## config.mk

```make
export PLATFORM = sky130hd
export DESIGN_NAME = stepper_axis_jog_and_seek
export DESIGN_NICKNAME = d
export VERILOG_FILES = /design/src/sajs_pkg.sv /design/src/sajs_cfg.sv /design/src/sajs_core.sv /design/src/stepper_axis_jog_and_seek.sv
export SDC_FILE = /design/constraint.sdc
export NUM_CORES = 1
export LEC_CHECK = 0
export BUFFER_PORTS_ARGS = -buffer_cell sky130_fd_sc_hd__buf_2
export CAP_MARGIN = 10
export CORE_MARGIN = 2
export CORE_UTILIZATION = 35
export CTS_CLUSTER_DIAMETER = 80
export DETAILED_ROUTE_END_ITERATION = 8
export GPL_TIMING_DRIVEN = 1
export SLEW_MARGIN = 0
export SYNTH_ARGS = -nofsm -noshare
export SYNTH_HDL_FRONTEND = slang
export SYNTH_HIERARCHICAL = 1
export SYNTH_SLANG_ARGS = --single-unit
```

## constraint.sdc

```tcl
create_clock -name clk -period 12.3 [get_ports clk]
set_clock_uncertainty 0.2 [all_clocks]
set_input_delay 1.23 -clock clk [delete_from_list [all_inputs] [get_ports clk]]
set_output_delay 1.23 -clock clk [all_outputs]
set_load 0.1 [all_outputs]
```

## src/sajs_pkg.sv

```systemverilog
// ----------------------------------------------------------------------------
// sajs_pkg
// shared types, codes and constants of the stepper axis jog and seek block
// ----------------------------------------------------------------------------
package sajs_pkg;

	// width of the internal step counter; the position output is its low 16 bits
	localparam int POS_W = 16;
	// width used when the counter is compared with the 16-bit travel limit
	localparam int CMP_W = (POS_W > 16) ? POS_W : 16;

	localparam logic [15:0] TRAVEL_LIMIT_RESET = 16'd25800;

	// operation codes
	localparam logic [1:0] OP_TICK    = 2'd0;
	localparam logic [1:0] OP_JOG     = 2'd1;
	localparam logic [1:0] OP_SEEK    = 2'd2;
	localparam logic [1:0] OP_SET_POS = 2'd3;

	// jog codes
	localparam logic [1:0] JOG_STOP   = 2'd0;
	localparam logic [1:0] JOG_FIRST  = 2'd1;
	localparam logic [1:0] JOG_SECOND = 2'd2;

	// seek states
	localparam logic [1:0] SEEK_IDLE = 2'd0;
	localparam logic [1:0] SEEK_DOWN = 2'd1;
	localparam logic [1:0] SEEK_UP   = 2'd2;

	// register indexes (byte address = 4 * index)
	localparam logic [1:0] REG_TRAVEL_LIMIT    = 2'd0;
	localparam logic [1:0] REG_JOG_SWAP        = 2'd1;
	localparam logic [1:0] REG_DIR_INVERT      = 2'd2;
	localparam logic [1:0] REG_RELEASE_ARRIVAL = 2'd3;

	localparam int APB_ADDR_W = 4;

	typedef struct packed {
		logic [15:0] travel_limit;
		logic        jog_sense_swapped;
		logic        direction_pin_inverted;
		logic        release_on_arrival;
	} cfg_t;

	typedef struct packed {
		logic [1:0]  operation;
		logic [1:0]  jog_code;
		logic [15:0] position_value;
	} item_t;

	typedef struct packed {
		logic        step_level;
		logic        direction_level;
		logic        enable_level;
		logic [15:0] position;
		logic [1:0]  seek_mode;
	} result_t;

endpackage

```

## src/sajs_cfg.sv

```systemverilog
// ----------------------------------------------------------------------------
// sajs_cfg
// apb register file holding travel limit, the two axis sense bits and the release-on-arrival bit
// ----------------------------------------------------------------------------
module sajs_cfg (
	input  logic                               clk,
	input  logic                               arst_n,
	input  logic                               psel,
	input  logic                               penable,
	input  logic                               pwrite,
	input  logic [sajs_pkg::APB_ADDR_W-1:0]    paddr,
	input  logic [31:0]                        pwdata,
	output logic [31:0]                        prdata,
	output logic                               pready,
	output sajs_pkg::cfg_t                     cfg
);

	sajs_pkg::cfg_t cfg_q;
	logic           wr_en;
	logic [1:0]     reg_idx;

	assign pready  = 1'b1;
	assign wr_en   = psel && penable && pwrite;
	assign reg_idx = paddr[3:2];

	always_ff @(posedge clk or negedge arst_n) begin
		if (!arst_n) begin
			cfg_q.travel_limit           <= sajs_pkg::TRAVEL_LIMIT_RESET;
			cfg_q.jog_sense_swapped      <= 1'b0;
			cfg_q.direction_pin_inverted <= 1'b0;
			cfg_q.release_on_arrival     <= 1'b1;
		end else if (wr_en) begin
			case (reg_idx)
				sajs_pkg::REG_TRAVEL_LIMIT:    cfg_q.travel_limit           <= pwdata[15:0];
				sajs_pkg::REG_JOG_SWAP:        cfg_q.jog_sense_swapped      <= pwdata[0];
				sajs_pkg::REG_DIR_INVERT:      cfg_q.direction_pin_inverted <= pwdata[0];
				sajs_pkg::REG_RELEASE_ARRIVAL: cfg_q.release_on_arrival     <= pwdata[0];
				default: ;
			endcase
		end
	end

	always_comb begin
		case (reg_idx)
			sajs_pkg::REG_TRAVEL_LIMIT:    prdata = {16'd0, cfg_q.travel_limit};
			sajs_pkg::REG_JOG_SWAP:        prdata = {31'd0, cfg_q.jog_sense_swapped};
			sajs_pkg::REG_DIR_INVERT:      prdata = {31'd0, cfg_q.direction_pin_inverted};
			sajs_pkg::REG_RELEASE_ARRIVAL: prdata = {31'd0, cfg_q.release_on_arrival};
			default:                       prdata = 32'd0;
		endcase
	end

	assign cfg = cfg_q;

endmodule

```

## src/sajs_core.sv

```systemverilog
// ----------------------------------------------------------------------------
// sajs_core
// axis state registers and the combinational update for a single item
// ----------------------------------------------------------------------------
module sajs_core (
	input  logic                clk,
	input  logic                arst_n,
	input  logic                advance,
	input  sajs_pkg::item_t     item,
	input  sajs_pkg::cfg_t      cfg,
	output sajs_pkg::result_t   result
);

	localparam int PW = sajs_pkg::POS_W;
	localparam int CW = sajs_pkg::CMP_W;

	logic [PW-1:0] pos_q, pos_d;
	logic          pulse_q, pulse_d;
	logic [1:0]    jog_q, jog_d;
	logic [1:0]    seek_q, seek_d;
	logic [PW-1:0] target_q, target_d;
	logic          enable_q, enable_d;
	logic          up_q, up_d;

	logic          jog_up;
	logic          jog_can_up;
	logic          jog_can_down;
	logic          seek_active;
	logic          step_dir_up;
	logic          do_step;
	logic [PW-1:0] stepped_pos;
	logic [PW-1:0] val_pos;

	assign val_pos      = PW'(item.position_value);
	assign jog_up       = (jog_q == sajs_pkg::JOG_FIRST) ^ cfg.jog_sense_swapped;
	assign jog_can_up   = (jog_q != sajs_pkg::JOG_STOP) && jog_up &&
	                      (CW'(pos_q) < CW'(cfg.travel_limit));
	assign jog_can_down = (jog_q != sajs_pkg::JOG_STOP) && !jog_up && (pos_q != '0);
	assign seek_active  = (seek_q == sajs_pkg::SEEK_DOWN) || (seek_q == sajs_pkg::SEEK_UP);
	assign step_dir_up  = (jog_can_up || jog_can_down) ? jog_up : (seek_q == sajs_pkg::SEEK_UP);
	assign do_step      = jog_can_up || jog_can_down || seek_active;
	// position only moves on the rising half of the pulse
	assign stepped_pos  = pulse_q ? pos_q : (step_dir_up ? pos_q + PW'(1) : pos_q - PW'(1));

	always_comb begin
		pos_d    = pos_q;
		pulse_d  = pulse_q;
		jog_d    = jog_q;
		seek_d   = seek_q;
		target_d = target_q;
		enable_d = enable_q;
		up_d     = up_q;
		case (item.operation)
			sajs_pkg::OP_TICK: begin
				if (do_step) begin
					pulse_d = !pulse_q;
					pos_d   = stepped_pos;
					// arrival check only when the seek serves the tick
					if (!(jog_can_up || jog_can_down) && (stepped_pos == target_q)) begin
						seek_d = sajs_pkg::SEEK_IDLE;
						if (cfg.release_on_arrival)
							enable_d = 1'b0;
					end
				end
			end
			sajs_pkg::OP_JOG: begin
				if ((item.jog_code == sajs_pkg::JOG_FIRST) ||
				    (item.jog_code == sajs_pkg::JOG_SECOND)) begin
					jog_d    = item.jog_code;
					up_d     = (item.jog_code == sajs_pkg::JOG_FIRST) ^ cfg.jog_sense_swapped;
					enable_d = 1'b1;
				end else begin
					jog_d = sajs_pkg::JOG_STOP;
					if (seek_q == sajs_pkg::SEEK_IDLE)
						enable_d = 1'b0;
				end
			end
			sajs_pkg::OP_SEEK: begin
				target_d = val_pos;
				if (pos_q > val_pos) begin
					seek_d   = sajs_pkg::SEEK_DOWN;
					up_d     = 1'b0;
					enable_d = 1'b1;
				end else if (pos_q < val_pos) begin
					seek_d   = sajs_pkg::SEEK_UP;
					up_d     = 1'b1;
					enable_d = 1'b1;
				end
			end
			default: begin
				pos_d = val_pos;
			end
		endcase
	end

	always_ff @(posedge clk or negedge arst_n) begin
		if (!arst_n) begin
			pos_q    <= '0;
			pulse_q  <= 1'b0;
			jog_q    <= sajs_pkg::JOG_STOP;
			seek_q   <= sajs_pkg::SEEK_IDLE;
			target_q <= '0;
			enable_q <= 1'b0;
			up_q     <= 1'b0;
		end else if (advance) begin
			pos_q    <= pos_d;
			pulse_q  <= pulse_d;
			jog_q    <= jog_d;
			seek_q   <= seek_d;
			target_q <= target_d;
			enable_q <= enable_d;
			up_q     <= up_d;
		end
	end

	assign result.step_level      = pulse_d;
	assign result.direction_level = up_d ^ cfg.direction_pin_inverted;
	assign result.enable_level    = enable_d;
	assign result.position        = 16'(pos_d);
	assign result.seek_mode       = seek_d;

endmodule

```

## src/stepper_axis_jog_and_seek.sv

```systemverilog
// ----------------------------------------------------------------------------
// stepper_axis_jog_and_seek
// step pulse generator for one stepper axis with manual jog and target seek
// ----------------------------------------------------------------------------
// usage:
//   s_axis carries one item per transfer: s_axis_tuser is the operation
//   (tick, jog command, load seek target, set position), s_axis_tdata holds
//   the jog code and the position value. m_axis returns exactly one result
//   per item: step, direction and enable pin levels, position and seek mode.
//   the apb port sets travel limit, jog sense, direction pin sense and the
//   release-on-arrival bit; write it only while no item is in flight.
// pipeline: each item passes the input register, then the result register,
//   before its result shows on m_axis. throughput: one item per cycle while
//   m_axis_tready is high, set by the state update between the two registers.
// stall: when m_axis_tready is low the result register holds; one more item
//   waits in the input register, then s_axis_tready drops.
// reset: arst_n clears both pipeline stages and the axis state (position,
//   pulse, jog, seek, enable, direction) and loads the register defaults.
// ----------------------------------------------------------------------------
module stepper_axis_jog_and_seek (
	input  logic                               clk,
	input  logic                               arst_n,
	// input stream
	input  logic                               s_axis_tvalid,
	output logic                               s_axis_tready,
	input  logic [23:0]                        s_axis_tdata,  // jog_code[1:0], position_value[17:2], zero pad
	input  logic [1:0]                         s_axis_tuser,  // operation[1:0]
	// result stream
	output logic                               m_axis_tvalid,
	input  logic                               m_axis_tready,
	output logic [23:0]                        m_axis_tdata,  // step_level[0], direction_level[1],
	                                                          // enable_level[2], position[18:3],
	                                                          // seek_mode[20:19], zero pad
	// configuration
	input  logic                               psel,
	input  logic                               penable,
	input  logic                               pwrite,
	input  logic [sajs_pkg::APB_ADDR_W-1:0]    paddr,
	input  logic [31:0]                        pwdata,
	output logic [31:0]                        prdata,
	output logic                               pready
);

	sajs_pkg::cfg_t    cfg;
	sajs_pkg::item_t   item_s1;
	sajs_pkg::result_t result_next;
	sajs_pkg::result_t result_s2;
	logic              valid_s1;
	logic              valid_s2;
	logic              advance;

	// the item in stage 1 moves on when the result register is free or drains
	assign advance       = valid_s1 && (!valid_s2 || m_axis_tready);
	assign s_axis_tready = !valid_s1 || advance;

	sajs_cfg u_cfg (
		.clk     (clk),
		.arst_n  (arst_n),
		.psel    (psel),
		.penable (penable),
		.pwrite  (pwrite),
		.paddr   (paddr),
		.pwdata  (pwdata),
		.prdata  (prdata),
		.pready  (pready),
		.cfg     (cfg)
	);

	// input register
	always_ff @(posedge clk or negedge arst_n) begin
		if (!arst_n) begin
			valid_s1 <= 1'b0;
		end else if (s_axis_tready) begin
			valid_s1 <= s_axis_tvalid;
		end
	end

	always_ff @(posedge clk) begin
		if (s_axis_tready && s_axis_tvalid) begin
			item_s1.operation      <= s_axis_tuser;
			item_s1.jog_code       <= s_axis_tdata[1:0];
			item_s1.position_value <= s_axis_tdata[17:2];
		end
	end

	// state update for the item in stage 1
	sajs_core u_core (
		.clk     (clk),
		.arst_n  (arst_n),
		.advance (advance),
		.item    (item_s1),
		.cfg     (cfg),
		.result  (result_next)
	);

	// result register, holds while the receiver stalls
	always_ff @(posedge clk or negedge arst_n) begin
		if (!arst_n) begin
			valid_s2 <= 1'b0;
		end else if (!valid_s2 || m_axis_tready) begin
			valid_s2 <= valid_s1;
		end
	end

	always_ff @(posedge clk) begin
		if (advance) begin
			result_s2 <= result_next;
		end
	end

	assign m_axis_tvalid = valid_s2;
	assign m_axis_tdata  = {3'd0, result_s2.seek_mode, result_s2.position,
	                        result_s2.enable_level, result_s2.direction_level,
	                        result_s2.step_level};

endmodule

```

==> run_results.csv <==
group,metric,value,unit
status,status,"complete, no violations",
global_route,grt_start_max_net_pins,61,
global_route,met1_usage,23.9,%
timing,slew_violations,0,
floorplan,rows,51,
routing,viasPerCell,5.12,
clock_network,post_cts_buffers,0,
timing,setup_viol,0,
critical_path,cp.required,12.20,ns
synthesis,postSynth.asyncResetShare,59.4,%
synthesis,syn_avg_cell_area,10.2,um2
synthesis,yosys.area.top_type,"dfrtp_1",
finish,synthToLayoutAreaGrowth,12.0,%
synthesis,ys_seq_elements,101,
clock_network,cts_resized,0,
synthesis,ys_seq_area_share,39.5,%
place,dp_hpwl,12500,um
timing,setup_tns,0,ns
floorplan,start_util,35.7,%
timing,final.setup.worst_slack,6.64,ns
finish,final_nets,870,
synthesis,synth_cells,679,
clock_network,insertion_delay,0.37,ns
clock_network,tritoncts,"built",
floorplan,core-area,19500,um2
clock_network,cts_buffers,9,
critical_path,worstPathArrival,5.56,ns
synthesis,synth_area,6940,um2
routing,ant_nets,0,
run,max_cap_violations,0,
global_route,grt.total_usage,16.7,%
clock_network,clk_transition_reported_paths,0.08,ns
finish,nFillCells,1962,
global_route,grt_pass1_wl,26600,um
synthesis,synth_cell_types,83,
floorplan,die_area,21000,um2
clock_network,cts_buffer_depth,2,
power,peakVddDrop,0.155,mV
routing,first_iter_violations,340,
global_route,grt_pass1_vias,4865,
global_route,grt.busiest_layer,"met2",
synthesis,synthTopCellsByArea,"dfrtp_1 (19%), edfxtp_1 (18%), ha_1 (9.5%)",
global_route,grt_overflow,0,
place,preCtsSetupSlack,6.67,ns
routing,wirelength,16900,um
finish,num_antenna_cells,0,
synthesis,ys.flop_type,"dfrtp_1",
critical_path,cp-end-kind,"flip-flop",
place,io_buffers,83,
global_route,grtUsageMet2,25.6,%
finish,final_layout_size_suffix_gt1_share,24.1,%
floorplan,die_h,145,um
timing,hold_viol_final,0,
power,power_density,267,nW/um2
timing,min_period_over_period,46.0,%
hold_path,hold_class,"reg2reg",
routing,num_vias,5212,
floorplan,die_x,145,um
clock_network,htreeDepth,3,
critical_path,start_kind,"flip-flop",
timing,worst-slew-pin-transition,1.04,ns
clock_network,hold_buffers,0,
routing,routedWlPerCell,16.7,um
power,leakagePower,3.39,nW
place,gp_congestion,0.841,
critical_path,path_class,"reg2reg",
routing,first_pass_iters,4,
clock_network,clock_sinks,101,
timing,slew_headroom,30.8,%
routing,drc_errors,0,
floorplan,ioPinCount,128,
timing,rsz0062_at_grt,"no",
global_route,grt_use_met3,3.26,%
synthesis,synth-edff-count,41,
synthesis,synth-warning-count,6,
clock_network,clockRootBuffer,"clkbuf_16",
synthesis,synth_commonest_cells,"dfrtp_1 (53), ha_1 (53), nand2_1 (51)",
timing,fmax,177,MHz
critical_path,crit_fanout,16,
synthesis,synth_top_cell_area_share,19.1,%
global_route,grt_antenna_before_repair,0,
timing,min_period,5.66,ns
-- layout make-up --
type / instances / area, um2 / share of cell area, %
sequential: 101 / 2740 / 35.3
clock buffer: 9 / 225 / 2.90
inverter: 51 / 191 / 2.46
multi-input combinational: 496 / 3740 / 48.2
timing repair buffer: 88 / 453 / 5.83
tap: 265 / 332 / 4.26
clock inverter: 7 / 87.6 / 1.13
-- worst max-delay path: stages (launching register included) --
cell       delay (ns)
dfrtp_1          0.53
ha_1             0.37
nand4_1          0.14
or4_1            0.55
o31a_2           0.35
a2bb2oi_2        0.12
buf_4            0.25
inv_1            0.08
fa_1             0.40
nor2b_1          0.33
o31ai_1          0.15
a21oi_1          0.33
mux2_2           0.22
o21ai_0          0.12
nor4_1           0.48
nand3_1          0.22
o311ai_1         0.40
nand3_1          0.15
-- sequential cells by signal, indices dropped and copies added, names as in the netlist --
signal / count
valid_s1: 1
u_core/up_q: 1
u_core/pos_q: 16
u_cfg/cfg: 19
u_core/target_q: 16
u_core/jog_q: 2
item_s1: 20
u_core/pulse_q: 1
u_core/enable_q: 1
u_core/seek_q: 2
m_axis_tdata: 21
m_axis_tvalid: 1
-- logic make-up (layout without fill, tap and decap cells) --
kind of cell,count (synthesis),after routing,synth area share [%]
DFF,101,101,39.5
buffers and inverters,99,155,7.53
AOI/OAI and AO/OA,165,165,17.2
muxes,40,40,7.17
and+or+nand+nor,181,181,14.1
other,3,20,0.162
xor gates and xnor gates,36,36,4.54
adders and majority gates,54,54,9.84
-- cell usage in the layout, fill, tap and decap left out, types with 15 or more instances in the layout --
cell type,instances
buf_2,83
dfrtp_1,53
ha_1,53
nand2_1,51
inv_1,50
o21ai_0,42
edfxtp_1,41
a21oi_1,33
mux2_2,28
nor2_1,26
xnor2_1,26
conb_1,20
and2_1,16
nand3_1,15
-- report_power, final --
group	total [mW]	switching, mW	internal (mW)	leakage [nW]
logic	1.21	0.768	0.446	2.12
clock network	0.302	0.139	0.163	0.155
registers	0.559	0.121	0.438	1.11
total	2.07	1.03	1.05	3.39
-- final timing paths --
check / cells past startpoint / startpoint / slack (ns) / to
max in group asynchronous: 2 / arst_n / 10.54 / u_core/target_q[4]
min in group asynchronous: 2 / arst_n / 0.83 / m_axis_tvalid
setup reg to reg: 17 / u_core/pos_q[14] / 6.64 / m_axis_tdata[20]
setup / recovery: 17 / u_core/pos_q[14] / 6.64 / m_axis_tdata[20]
hold / removal: 2 / u_core/target_q[6] / 0.31 / u_core/target_q[6]
hold reg to reg: 2 / u_core/target_q[6] / 0.31 / u_core/target_q[6]
-- metal layers --
metal / wire [um] / share of wire [%]
met4: 269 / 1.6
met5: 0 / 0
met2: 7510 / 44
met1: 8370 / 49
met3: 788 / 4.7
-- metrics by stage --
stage / cells / hold slack [ns] / total power, mW / area, um2 / utilization [%]
6_report: 1017 / 0.309 / 2.07 / 7770 / 39.9
5_1_grt: 1017 / 0.327 / 2.23 / 7770 / 39.9
4_1_cts: 1017 / 0.310 / 2.07 / 7770 / 39.9
3_5_place_dp: 1001 / 0.294 / 1.76 / 7460 / 38.3
3_3_place_gp: 1001 / 0.284 / 1.75 / 7460 / 38.3
2_1_floorplan: 696 / 0.264 / 1.49 / 7010 / -
No activity file was read; power rests on OpenSTA's default activity.
